[config.mk]
export PLATFORM = sky130hd
export DESIGN_NAME = resp_command_stream_parser_flat
export DESIGN_NICKNAME = d
export VERILOG_FILES = /design/src/rcsp_pkg.sv /design/src/rcsp_if.sv /design/src/resp_command_stream_parser.sv /design/src/flat_wrapper.sv
export SDC_FILE = /design/constraint.sdc
export NUM_CORES = 1
export LEC_CHECK = 0
export ABC_AREA = 1
export BUFFER_PORTS_ARGS = -buffer_cell sky130_fd_sc_hd__buf_2
export CAP_MARGIN = 40
export CORE_ASPECT_RATIO = 1.75
export CORE_MARGIN = 2
export CORE_UTILIZATION = 30
export CTS_CLUSTER_DIAMETER = 30
export CTS_CLUSTER_SIZE = 24
export DETAILED_ROUTE_END_ITERATION = 10
export GPL_TIMING_DRIVEN = 0
export HOLD_SLACK_MARGIN = 0.1
export PLACE_DENSITY = 0.43
export SETUP_SLACK_MARGIN = 0.3
export SKIP_LAST_GASP = 1
export SLEW_MARGIN = 0
export SYNTH_ARGS = -nofsm -noshare
export SYNTH_HDL_FRONTEND = slang
export SYNTH_SLANG_ARGS = --single-unit
[constraint.sdc]
create_clock -name clk -period 8.4 [get_ports clk]
set_input_delay 0.42 -clock clk [delete_from_list [all_inputs] [get_ports clk]]
set_output_delay 0.42 -clock clk [all_outputs]
set_load 0.01 [all_outputs]
[src/rcsp_pkg.sv]
// Shared constants and types for the RESP command stream parser.
package rcsp_pkg;

    // Number field limits
    localparam int unsigned CHARS_W             = 6;
    localparam logic [5:0]  MAX_CHARS_RESET     = 6'd32;
    localparam int unsigned COUNT_WIDTH_DEFAULT = 32;
    localparam int unsigned ARG_W               = 32;
    localparam int unsigned CNT_W               = 31;

    // Framing characters
    localparam logic [7:0] CHAR_STAR   = 8'h2A;
    localparam logic [7:0] CHAR_DOLLAR = 8'h24;
    localparam logic [7:0] CHAR_CR     = 8'h0D;
    localparam logic [7:0] CHAR_LF     = 8'h0A;
    localparam logic [7:0] CHAR_MINUS  = 8'h2D;
    localparam logic [7:0] CHAR_ZERO   = 8'h30;
    localparam logic [7:0] CHAR_NINE   = 8'h39;

    // Classification of one byte
    typedef enum logic [2:0] {
        EV_FRAME   = 3'd0,
        EV_PAYLOAD = 3'd1,
        EV_ARG     = 3'd2,
        EV_CMD     = 3'd3,
        EV_ERR     = 3'd4
    } event_t;

endpackage

[src/rcsp_if.sv]
// Channel interfaces: byte input, classified result and configuration write.
interface rcsp_byte_if;
    logic       valid;
    logic       ready;
    logic [7:0] data_byte;

    modport source (output valid, output data_byte, input ready);
    modport sink   (input valid, input data_byte, output ready);
endinterface

interface rcsp_result_if;
    import rcsp_pkg::*;
    logic               valid;
    logic               ready;
    event_t             event_res;
    logic [7:0]         payload_byte;
    logic [ARG_W-1:0]   arg_index;
    logic signed [ARG_W-1:0] arg_length;
    logic [CNT_W-1:0]   arg_count;

    modport source (output valid, output event_res, output payload_byte, output arg_index,
                    output arg_length, output arg_count, input ready);
    modport sink   (input valid, input event_res, input payload_byte, input arg_index,
                    input arg_length, input arg_count, output ready);
endinterface

interface rcsp_cfg_if;
    import rcsp_pkg::*;
    logic               valid;
    logic               ready;
    logic [CHARS_W-1:0] max_number_chars;

    modport source (output valid, output max_number_chars, input ready);
    modport sink   (input valid, input max_number_chars, output ready);
endinterface

[src/resp_command_stream_parser.sv]
// Top level of the RESP command stream parser: byte-wise framing and classification.
//
//   channel  | role   | request carries
//   ---------+--------+---------------------------------------------------------
//   stream   | sink   | data_byte: one raw byte of the command stream
//   result   | source | event_res, payload_byte, arg_index, arg_length, arg_count
//   cfg      | sink   | max_number_chars: character limit (sign included) for count and length fields
//
// One byte per cycle unless the result side stalls; each byte passes the input
// register, then parse logic into the result register, before its result request.
// The parse step is a single pass: compare, a times-ten accumulate and a phase update.
// rst_n clears the parse state, both stage valids and sets max_number_chars to 32.
// A stalled result holds the parse stage; the input register still fills, then
// stream.ready drops. cfg.ready is always high.
module resp_command_stream_parser #(
    parameter int unsigned COUNT_WIDTH = rcsp_pkg::COUNT_WIDTH_DEFAULT
) (
    input  logic clk,
    input  logic rst_n,
    rcsp_byte_if.sink     stream,
    rcsp_result_if.source result,
    rcsp_cfg_if.sink      cfg
);
    import rcsp_pkg::*;

    // Magnitude of a number is capped at 2^(COUNT_WIDTH-1)-1, never above 2^31-1
    localparam int unsigned ACC_W = (COUNT_WIDTH - 1 < 31) ? COUNT_WIDTH - 1 : 31;

    typedef enum logic [3:0] {
        PH_WAIT, PH_ANUM, PH_ALF, PH_DOLLAR, PH_BNUM, PH_BLF, PH_BODY, PH_BCR, PH_BLF2
    } phase_t;

    // Configuration
    logic [CHARS_W-1:0] max_chars_reg;

    // Input stage
    logic       in_valid_reg;
    logic [7:0] in_byte_reg;

    // Parse state
    phase_t             phase_reg, phase_next;
    logic [ACC_W-1:0]   acc_reg, acc_next;
    logic               neg_reg, neg_next;
    logic [CHARS_W-1:0] dcount_reg, dcount_next;
    logic [ACC_W-1:0]   rem_reg, rem_next;
    logic [ACC_W-1:0]   idx_reg, idx_next;
    logic [ACC_W-1:0]   body_reg, body_next;
    logic [ARG_W-1:0]   len_reg, len_next;

    // Result stage
    logic               out_valid_reg;
    event_t             ev_reg, ev_next;
    logic [7:0]         pb_reg, pb_next;
    logic [ARG_W-1:0]   oidx_reg;
    logic [ARG_W-1:0]   olen_reg, olen_next;
    logic [CNT_W-1:0]   ocnt_reg;

    logic               advance;
    logic               proc;
    logic               err;
    logic               do_clear;
    logic               is_digit;
    logic [ACC_W+3:0]   acc_x10;
    logic [ACC_W-1:0]   cnt_sum;
    logic [7:0]         b;

    assign advance      = !out_valid_reg || result.ready;
    assign proc         = in_valid_reg && advance;
    assign stream.ready = !in_valid_reg || advance;
    assign cfg.ready    = 1'b1;

    assign b        = in_byte_reg;
    assign is_digit = (b >= CHAR_ZERO) && (b <= CHAR_NINE);
    assign acc_x10  = ({4'b0, acc_reg} << 3) + ({4'b0, acc_reg} << 1)
                      + {{ACC_W{1'b0}}, b[3:0]};
    assign cnt_sum  = idx_reg + rem_reg;

    // Parse one byte: next state and the classification of this byte
    always_comb
    begin
        phase_next  = phase_reg;
        acc_next    = acc_reg;
        neg_next    = neg_reg;
        dcount_next = dcount_reg;
        rem_next    = rem_reg;
        idx_next    = idx_reg;
        body_next   = body_reg;
        len_next    = len_reg;
        ev_next     = EV_FRAME;
        pb_next     = 8'd0;
        olen_next   = len_reg;
        err         = 1'b0;
        do_clear    = 1'b0;

        unique case (phase_reg)
            PH_ANUM, PH_BNUM:
            begin
                if (b == CHAR_CR) begin
                    if (neg_reg && dcount_reg == CHARS_W'(1)) begin
                        err = 1'b1;
                    end else begin
                        phase_next = (phase_reg == PH_ANUM) ? PH_ALF : PH_BLF;
                    end
                end else if (dcount_reg >= max_chars_reg) begin
                    err = 1'b1;
                end else if (b == CHAR_MINUS && dcount_reg == '0) begin
                    neg_next    = 1'b1;
                    dcount_next = dcount_reg + 1'b1;
                end else if (is_digit) begin
                    if (acc_x10[ACC_W+3:ACC_W] != 4'd0) begin
                        err = 1'b1;
                    end else begin
                        acc_next    = acc_x10[ACC_W-1:0];
                        dcount_next = dcount_reg + 1'b1;
                    end
                end else begin
                    err = 1'b1;
                end
            end
            PH_ALF:
            begin
                if (b != CHAR_LF) begin
                    err = 1'b1;
                end else if (neg_reg || acc_reg == '0) begin
                    ev_next  = EV_CMD;
                    do_clear = 1'b1;
                end else begin
                    rem_next    = acc_reg;
                    idx_next    = '0;
                    acc_next    = '0;
                    neg_next    = 1'b0;
                    dcount_next = '0;
                    phase_next  = PH_DOLLAR;
                end
            end
            PH_DOLLAR:
            begin
                if (b != CHAR_DOLLAR) begin
                    err = 1'b1;
                end else begin
                    len_next    = '0;
                    olen_next   = '0;
                    acc_next    = '0;
                    neg_next    = 1'b0;
                    dcount_next = '0;
                    phase_next  = PH_BNUM;
                end
            end
            PH_BLF:
            begin
                if (b != CHAR_LF) begin
                    err = 1'b1;
                end else begin
                    acc_next    = '0;
                    neg_next    = 1'b0;
                    dcount_next = '0;
                    if (neg_reg && acc_reg != '0) begin
                        // Null argument: no body, finish it now
                        len_next  = '1;
                        olen_next = '1;
                        if (rem_reg <= ACC_W'(1)) begin
                            ev_next  = EV_CMD;
                            do_clear = 1'b1;
                        end else begin
                            ev_next    = EV_ARG;
                            rem_next   = rem_reg - 1'b1;
                            idx_next   = idx_reg + 1'b1;
                            phase_next = PH_DOLLAR;
                        end
                    end else begin
                        len_next   = ARG_W'(acc_reg);
                        olen_next  = ARG_W'(acc_reg);
                        body_next  = acc_reg;
                        phase_next = (acc_reg == '0) ? PH_BCR : PH_BODY;
                    end
                end
            end
            PH_BODY:
            begin
                ev_next   = EV_PAYLOAD;
                pb_next   = b;
                body_next = body_reg - 1'b1;
                if (body_reg == ACC_W'(1)) begin
                    phase_next = PH_BCR;
                end
            end
            PH_BCR:
            begin
                if (b != CHAR_CR) begin
                    err = 1'b1;
                end else begin
                    phase_next = PH_BLF2;
                end
            end
            PH_BLF2:
            begin
                if (b != CHAR_LF) begin
                    err = 1'b1;
                end else if (rem_reg <= ACC_W'(1)) begin
                    ev_next  = EV_CMD;
                    do_clear = 1'b1;
                end else begin
                    ev_next    = EV_ARG;
                    rem_next   = rem_reg - 1'b1;
                    idx_next   = idx_reg + 1'b1;
                    phase_next = PH_DOLLAR;
                end
            end
            default:
            begin
                if (b != CHAR_STAR) begin
                    err = 1'b1;
                end else begin
                    do_clear = 1'b1;
                end
            end
        endcase

        // Drop back to waiting on a syntax error
        if (err) begin
            ev_next   = EV_ERR;
            pb_next   = 8'd0;
            olen_next = len_reg;
            do_clear  = 1'b1;
        end

        if (do_clear) begin
            phase_next  = PH_WAIT;
            acc_next    = '0;
            neg_next    = 1'b0;
            dcount_next = '0;
            rem_next    = '0;
            idx_next    = '0;
            body_next   = '0;
            len_next    = '0;
        end

        // A valid star opens a count field
        if (!err && phase_reg == PH_WAIT) begin
            phase_next = PH_ANUM;
        end
    end

    // Hold configuration, input stage, parse state and result register
    always_ff @(posedge clk or negedge rst_n)
    begin
        if (!rst_n) begin
            max_chars_reg <= MAX_CHARS_RESET;
            in_valid_reg  <= 1'b0;
            in_byte_reg   <= '0;
            out_valid_reg <= 1'b0;
            phase_reg     <= PH_WAIT;
            acc_reg       <= '0;
            neg_reg       <= 1'b0;
            dcount_reg    <= '0;
            rem_reg       <= '0;
            idx_reg       <= '0;
            body_reg      <= '0;
            len_reg       <= '0;
            ev_reg        <= EV_FRAME;
            pb_reg        <= '0;
            oidx_reg      <= '0;
            olen_reg      <= '0;
            ocnt_reg      <= '0;
        end else begin
            if (cfg.valid && cfg.ready) begin
                max_chars_reg <= cfg.max_number_chars;
            end
            if (stream.ready) begin
                in_valid_reg <= stream.valid;
                in_byte_reg  <= stream.data_byte;
            end
            if (proc) begin
                out_valid_reg <= 1'b1;
                phase_reg     <= phase_next;
                acc_reg       <= acc_next;
                neg_reg       <= neg_next;
                dcount_reg    <= dcount_next;
                rem_reg       <= rem_next;
                idx_reg       <= idx_next;
                body_reg      <= body_next;
                len_reg       <= len_next;
                ev_reg        <= ev_next;
                pb_reg        <= pb_next;
                oidx_reg      <= ARG_W'(idx_reg);
                olen_reg      <= olen_next;
                ocnt_reg      <= CNT_W'(cnt_sum);
            end else if (result.ready) begin
                out_valid_reg <= 1'b0;
            end
        end
    end

    assign result.valid        = out_valid_reg;
    assign result.event_res    = ev_reg;
    assign result.payload_byte = pb_reg;
    assign result.arg_index    = oidx_reg;
    assign result.arg_length   = olen_reg;
    assign result.arg_count    = ocnt_reg;

    // Command end and syntax error both return the parser to waiting
    assert property (@(posedge clk) disable iff (!rst_n)
        (proc && (ev_next == EV_CMD || ev_next == EV_ERR)) |=> (phase_reg == PH_WAIT))
        else $error("parser not back to waiting after command end or error");

    // Body phase always has bytes left to take
    assert property (@(posedge clk) disable iff (!rst_n)
        (phase_reg == PH_BODY) |-> (body_reg != '0))
        else $error("body phase with no bytes remaining");

    // Outside a command no argument bookkeeping survives
    assert property (@(posedge clk) disable iff (!rst_n)
        (phase_reg == PH_WAIT) |-> (rem_reg == '0 && idx_reg == '0 && len_reg == '0))
        else $error("argument state left over while waiting for a command");

endmodule

[src/flat_wrapper.sv]
// flat-port wrapper written by rule: the top's interface ports become plain ports
module resp_command_stream_parser_flat import rcsp_pkg::*;
#(
    parameter int unsigned COUNT_WIDTH = rcsp_pkg::COUNT_WIDTH_DEFAULT
)
  (clk, rst_n, stream_valid, stream_data_byte, stream_ready, result_valid, result_event_res, result_payload_byte, result_arg_index, result_arg_length, result_arg_count, result_ready, cfg_valid, cfg_max_number_chars, cfg_ready);
  rcsp_byte_if stream_i ();
  rcsp_result_if result_i ();
  rcsp_cfg_if cfg_i ();
  input  logic clk;
  input  logic rst_n;
  input wire logic [$bits(stream_i.valid)-1:0] stream_valid;
  input wire logic [$bits(stream_i.data_byte)-1:0] stream_data_byte;
  output wire logic [$bits(stream_i.ready)-1:0] stream_ready;
  output wire logic [$bits(result_i.valid)-1:0] result_valid;
  output wire logic [$bits(result_i.event_res)-1:0] result_event_res;
  output wire logic [$bits(result_i.payload_byte)-1:0] result_payload_byte;
  output wire logic [$bits(result_i.arg_index)-1:0] result_arg_index;
  output wire logic [$bits(result_i.arg_length)-1:0] result_arg_length;
  output wire logic [$bits(result_i.arg_count)-1:0] result_arg_count;
  input wire logic [$bits(result_i.ready)-1:0] result_ready;
  input wire logic [$bits(cfg_i.valid)-1:0] cfg_valid;
  input wire logic [$bits(cfg_i.max_number_chars)-1:0] cfg_max_number_chars;
  output wire logic [$bits(cfg_i.ready)-1:0] cfg_ready;
  assign stream_i.valid = stream_valid;
  assign stream_i.data_byte = stream_data_byte;
  assign stream_ready = stream_i.ready;
  assign result_valid = result_i.valid;
  assign result_event_res = result_i.event_res;
  assign result_payload_byte = result_i.payload_byte;
  assign result_arg_index = result_i.arg_index;
  assign result_arg_length = result_i.arg_length;
  assign result_arg_count = result_i.arg_count;
  assign result_i.ready = result_ready;
  assign cfg_i.valid = cfg_valid;
  assign cfg_i.max_number_chars = cfg_max_number_chars;
  assign cfg_ready = cfg_i.ready;
  resp_command_stream_parser #(.COUNT_WIDTH(COUNT_WIDTH)) u_core (.clk(clk), .rst_n(rst_n), .stream(stream_i), .result(result_i), .cfg(cfg_i));
endmodule
After elaboration in Yosys (flattened, before gate mapping)
Cells that the tools add are included.
{ "totals": {"output_inout_bits": 109, "elab_cells": 202, "reg_bits": 288, "romBits": 0, "inputBits": 19, "latch_bits": 0, "mem_bits_rw": 0, "n_memories": 0} }
{ "op_classes": {"n_addsub": 7, "multipliers": 0, "mux": 103, "magnitude_cmp": 4, "n_reduce_logical": 31, "eq_ne": 40, "shift": 0, "n_bitwise": 0, "n_div": 0} }
{ "ops": {"columns": ["cell", "n"], "rows": [
  ["31-bit 2-to-1 mux", 25],
  ["31-bit case mux with 3 select lines", 2],
  ["32-bit 2-to-1 mux", 5],
  ["31-bit case mux with 4 select lines", 1],
  ["32-bit case mux with 2 select lines", 1],
  ["31-bit case mux with 2 select lines", 1],
  ["31-bit by 1-bit subtractor with 31-bit output (second input constant)", 2],
  ["6-bit 2-to-1 mux", 10],
  ["4-bit 2-to-1 mux", 13],
  ["34-bit by 32-bit adder with 35-bit output", 1],
  ["35-bit by 4-bit adder with 35-bit output", 1],
  ["31-bit by 1-bit adder with 31-bit output (second input constant)", 1],
  ["31-bit adder", 1],
  ["31-bit by 1-bit == test with 1-bit output (second input constant)", 1],
  ["31-bit by 1-bit less-or-equal comparator with 1-bit output (second input constant)", 1],
  ["31-bit zero test", 1],
  ["31-bit nonzero test", 1],
  ["1-bit 2-to-1 mux", 30],
  ["3-bit by 2-bit != test with 1-bit output (second input constant)", 10],
  ["4-bit by 3-bit != test with 1-bit output (second input constant)", 7],
  ["4-bit case mux with 7 select lines", 1],
  ["6-bit case mux with 4 select lines", 1],
  ["11-bit AND reduction", 2],
  ["4-bit by 3-bit == test with 1-bit output (second input constant)", 4],
  ["38 further kinds", 62]
]} }

Longest topological paths before layout
{ "logic_depth": {"ltp_word": 13, "mapped_depth": 27, "mapped_depth_nobuf": 25} }

Least setup slack after synthesis
No wires, ideal clock.
{ "synth_path": {"kind": "register to register", "from": "register u_core.acc_reg[0]", "to": "register u_core.idx_reg[3]", "setup_slack_ns": 5.252, "setup_time_ns": 0.133, "t_required_ns": 8.267, "path_stages_with_launch": 21, "arrival_time_ns": 3.016, "period_less_slack_ns": 3.148, "path_buffers": 1, "cell_sequence": "dfrtp_1 -> inv_1 -> fa_1 -> fa_1 -> inv_1 -> nand2_1 -> nand3_1 -> nand2_1 -> nand2_1 -> nand2_1 -> nand3_1 -> nand2_1 -> nor2_1 -> nand2_1 -> nand2_1 -> nand2_1 -> nand2_2 -> nand4_4 -> o21ai_4 -> clkbuf_1 -> o21ai_0"} }
{ "synth_via": {"elab_chain_cells": 12, "elab_cells_between_ends": 27, "cone_classes": "add/sub (2); eq/ne (5); mux (13); reduce/logical (7)"} }
{ "synth_lines": {"columns": ["item", "line", "rtl"], "rows": [
  ["start: declaration", "resp_command_stream_parser.sv:42", "logic [ACC_W-1:0] acc_reg, acc_next;"],
  ["start signal: assignment", "resp_command_stream_parser.sv:276", "acc_reg <= acc_next;"],
  ["34-bit by 32-bit adder with 35-bit output", "resp_command_stream_parser.sv:74", "assign acc_x10 = ({4'b0, acc_reg} << 3) + ({4'b0, acc_reg} << 1)"],
  ["35-bit by 4-bit adder with 35-bit output", "resp_command_stream_parser.sv:75", "+ {{ACC_W{1'b0}}, b[3:0]};"],
  ["4-bit nonzero test", "resp_command_stream_parser.sv:110", "if (acc_x10[ACC_W+3:ACC_W] != 4'd0) begin"],
  ["1-bit 2-to-1 mux", "resp_command_stream_parser.sv:110", null],
  ["1-bit 2-to-1 mux", "resp_command_stream_parser.sv:109", "end else if (is_digit) begin"],
  ["1-bit 2-to-1 mux", "resp_command_stream_parser.sv:106", "end else if (b == CHAR_MINUS && dcount_reg == '0) begin"],
  ["1-bit 2-to-1 mux", "resp_command_stream_parser.sv:104", "end else if (dcount_reg >= max_chars_reg) begin"],
  ["1-bit 2-to-1 mux", "resp_command_stream_parser.sv:98", "if (b == CHAR_CR) begin"],
  ["1-bit case mux with 5 select lines", "resp_command_stream_parser.sv:95", "unique case (phase_reg)"],
  ["1-bit 2-to-1 mux", "resp_command_stream_parser.sv:220", "if (err) begin"],
  ["3-bit by 2-bit != test with 1-bit output (no line), or another cell as far along", null, null],
  ["7-bit AND reduction (no line)", null, null],
  ["end signal: assignment", "resp_command_stream_parser.sv:280", "idx_reg <= idx_next;"],
  ["end: declaration", "resp_command_stream_parser.sv:46", "logic [ACC_W-1:0] idx_reg, idx_next;"]
]} }
Several ways; a longest one is shown, not always the timed one.
A chain may end at the register's enable or synchronous reset.

Final worst setup path
{ "layout_path": {"from": "register u_core.acc_reg[2]", "to": "register u_core.rem_reg[24]"} }
{ "layout_via": {"elab_chain_cells": 12, "elab_cells_between_ends": 27, "cone_classes": "add/sub (2); eq/ne (5); mux (13); reduce/logical (7)"} }
{ "layout_lines": {"columns": ["item", "line", "rtl"], "rows": [
  ["34-bit by 32-bit adder with 35-bit output", "resp_command_stream_parser.sv:74", null],
  ["35-bit by 4-bit adder with 35-bit output", "resp_command_stream_parser.sv:75", null],
  ["4-bit nonzero test", "resp_command_stream_parser.sv:110", null],
  ["1-bit 2-to-1 mux", "resp_command_stream_parser.sv:110", null],
  ["1-bit 2-to-1 mux", "resp_command_stream_parser.sv:109", null],
  ["1-bit 2-to-1 mux", "resp_command_stream_parser.sv:106", null],
  ["1-bit 2-to-1 mux", "resp_command_stream_parser.sv:104", null],
  ["1-bit 2-to-1 mux", "resp_command_stream_parser.sv:98", null],
  ["1-bit case mux with 5 select lines", "resp_command_stream_parser.sv:95", null],
  ["1-bit 2-to-1 mux", "resp_command_stream_parser.sv:220", null],
  ["3-bit by 2-bit != test with 1-bit output (no line), or another cell as far along", null, null],
  ["7-bit AND reduction (no line)", null, null],
  ["end signal: assignment", "resp_command_stream_parser.sv:279", "rem_reg <= rem_next;"],
  ["end: declaration", "resp_command_stream_parser.sv:45", "logic [ACC_W-1:0] rem_reg, rem_next;"]
]} }
Several ways; a longest one is shown, not always the timed one.

==> key figures <==
Placed design
  • Post-Place Cells: 3663
  • Port Buffers: 125
  • Dpl hpwl: 61200 um
  • Place WS: 3.69 ns
  • Gpl congestion: 0.900

Routing
  • Starting DRT DRC Count: 950
  • Vias per std cell: 4.96
  • WL final: 76400 um
  • TritonRoute pass-1 iters: 5
  • Post-route ant nets: 0
  • Routed len/inst: 20.1 um
  • DRC violations left: 0
  • Via count: 18900

Worst setup path
  • R2r startpoint: u_core.acc_reg[2]$_DFFE_PN0P_
  • CP Data Required Time: 8.83 ns
  • Reg-to-reg endpoint: u_core.rem_reg[24]$_DFFE_PN0P_
  • Slowest stage delay, CP: 0.54 ns
  • Most used cell, CP: nand2_1
  • Reg2Reg Depth: 23
  • Critical Path AT: 5.09 ns
  • Critical Path Sink: u_core.rem_reg[24]$_DFFE_PN0P_
  • Reg-to-reg setup timing slack: 3.74 ns
  • Critical Path Start: u_core.acc_reg[2]$_DFFE_PN0P_
  • Critical Path End Type: register
  • WS Path Type: register to register
  • Cells along the critical path: inv_1 > fa_1 > inv_1 > ha_1 > nand3_1 > nand3_1 > nand2_1 > nand2_1 > nand2_1 > nand2_1 > nand2_1 > nand2_1 > nand2_1 > nand2_1 > nor2_1 > nand2_1 > nand2_1 > nand2_1 > nand2_2 > nand4_4 > o21ai_4 > clkbuf_1 > o21ai_0
  • CP startpoint kind: register
  • CP max stage cell: fa_1
  • Crit-path max FO: 10

STA
  • Fin. max-slew vios: 0
  • Final setup TNS: 0 ns
  • Peak Freq: 215 MHz
  • Min cycle time layout: 4.66 ns
  • Worst clock skew: 0.0244 ns
  • Slew @ Worst Pin: 0.923 ns
  • RSZ-0062 raised after global routing: false
  • Setup violations, final: 0
  • Worst Slack Setup Final: 3.74 ns
  • Hold WS: 0.294 ns
  • Period utilization: 0.555
  • Hold Vio Cnt, Final: 0
  • Relative slew slack: 0.385

Floorplan
  • Initial Utilization: 0.302
  • Die X: 196 um
  • Core area: 0.0640 mm2
  • IO Pins: 128
  • Die Ht: 340 um
  • Die ar.: 0.0666 mm2
  • Core Rows: 123

Cells and area
  • Share of post-route cells with drive strength above 1: 0.117
  • Reg area: 0.00721 mm2
  • Final Non-Filler Cells: 3802
  • Layout area overhead: 22.8%
  • Multi-input gate area: 0.0107 mm2
  • N_diodes: 0
  • Commonest non-fill, non-tap cell in the layout: nand2_1
  • Fillers: 6806
  • Most frequent cells in the layout: 858 x nand2_1, 287 x dfrtp_1, 256 x nor2_1
  • Final net count: 3067

Synth
  • Synth Instances: 2716
  • Top FF cell, synth: dfrtp_1
  • #FFs+latches synth: 288
  • Synth warn: 0
  • Register area share after synthesis: 0.373
  • Mapped Area: 0.0193 mm2
  • Avg Cell Area, Syn: 7.12 um2
  • Syn_nets: 2843
  • Synth cell types: 57
  • Fraction of registers with async set/reset: 1.00
  • Number of flops mapped to enable cells by yosys: 0

Global routing
  • Grt ovf: 0
  • Initial antenna violation count: 1
  • Largest net degree at the start of global routing: 108
  • GRT Util Overall: 0.231
  • First-pass GRT wire length: 116000 um
  • Vias in the first global route: 19800

Clocking
  • CTS root buf: clkbuf_16
  • Max Root-Sink Buffers: 3
  • Sink Count: 288
  • CTS tree: built
  • Clk_lat worst skew: 0.59 ns
  • Setup Fix Bufs, Post-CTS: 0
  • Maximum level of the CTS H-tree: 3
  • Reg clk slew, reported paths: 0.05 ns
  • Num CTS Buffers: 69

Pwr
  • Max rail drop VDD: 0.113 mV
  • PD cells: 194 mW/mm2
  • Leak: 12.1 nW

Min path
  • Worst Hold Class: input port to register

Job
  • Max cap viols: 0

Run status
  • Outcome: completed
==> synth_stat cells (5+ instances only) <==
cell	number	area [um2]
a21oi_1	74	370
a31oi_1	18	113
buf_2	15	75.1
buf_4	9	67.6
buf_6	10	113
clkbuf_1	68	255
dfrtp_1	287	7180
ha_1	105	1310
inv_1	240	901
inv_2	6	22.5
nand2_1	858	3220
nand3_1	137	686
nand3b_1	5	37.5
nand4_1	22	138
nor2_1	256	961
nor2_2	5	31.3
nor3_1	48	240
nor4_1	11	68.8
o21ai_0	243	1220
o21ai_1	43	215
o21bai_1	10	75.1
o221ai_1	29	254
o22ai_1	26	163
or2_2	33	206
xnor2_1	24	210
xor2_1	70	613
==> critical path, delay by kind of cell (launching register included) <==
kind                     cells  cell delay [ns]
flip-flops                   1             0.39
AO/OA/AOI/OAI                2             0.58
buffers and inverters        3             0.85
AND/OR/NAND/NOR             16             1.91
adder cells (fa/ha/maj)      2             0.76
==> final cells by class <==
class,count,area share
inverters,249,0.0394
repair buffers,153,0.0411
multi-input cells,2070,0.449
flip-flops and latches,288,0.304
clock buffers,91,0.0826
plain buffers,109,0.0228
clock inverters,30,0.0189
well taps,812,0.0428
==> repair_timing <==
action,4_1_cts,5_1_grt
gates resized for setup,0,0
hold buffers,18,0
endpoints found under the hold margin,102,0
==> cells by family after synthesis <==
kind of cell | Yosys count | synth area share
multiplexers | 1 | 0.000582
other | 2 | 0.000388
adder cells (fa/ha/maj) | 108 | 0.0710
AO/OA/AOI/OAI | 470 | 0.137
AND/OR/NAND/NOR | 1395 | 0.299
buffers and inverters | 358 | 0.0763
XOR/XNOR | 94 | 0.0426
flip-flops | 288 | 0.373
==> stage by stage <==
stage | utilization | cell area [um2] | power [mW]
final | 0.371 | 23700 | 4.60
after global routing | 0.371 | 23700 | 4.75
after CTS | 0.371 | 23700 | 4.65
after detailed placement | 0.330 | 21200 | 1.80
after global placement | 0.328 | 21000 | 1.79
after floorplan | - | 19300 | 1.63
==> worst min path at each step <==
stage / startpoint / endpoint / slack (ns) / cells after the start
2_1_floorplan: rst_n / u_core.acc_reg[0]$_DFFE_PN0P_ / 0.12 / 0
3_3_place_gp: u_core.in_valid_reg$_DFFE_PN0P_ / u_core.result.valid$_DFFE_PN0P_ / 0.46 / 2
3_5_place_dp: rst_n / u_core.result.arg_count[26]$_DFFE_PN0P_ / 0.46 / 1
4_1_cts: cfg_valid / u_core.max_chars_reg[5]$_DFFE_PN1P_ / 0.27 / 4
5_1_grt: cfg_valid / u_core.max_chars_reg[5]$_DFFE_PN1P_ / 0.34 / 4
6_report: cfg_valid / u_core.max_chars_reg[5]$_DFFE_PN1P_ / 0.29 / 4
==> power breakdown <==
group / leakage, nW / internal (mW) / total, mW / switching, mW
sequential: 3.98 / 1.41 / 1.42 / 0.0151
clock: 1.19 / 1.96 / 2.81 / 0.851
combinational: 6.91 / 0.0934 / 0.362 / 0.269
==> per-layer routing <==
metal / share of wire / GRT usage / vias to the layer above
li1: - / - / 9351
met3: 0.027 / 0.0255 / 181
met2: 0.56 / 0.457 / 412
met5: 0 / 0 / -
met1: 0.35 / 0.222 / 8931
met4: 0.067 / 0.149 / 0
No activity file was read; power rests on OpenSTA's default activity.
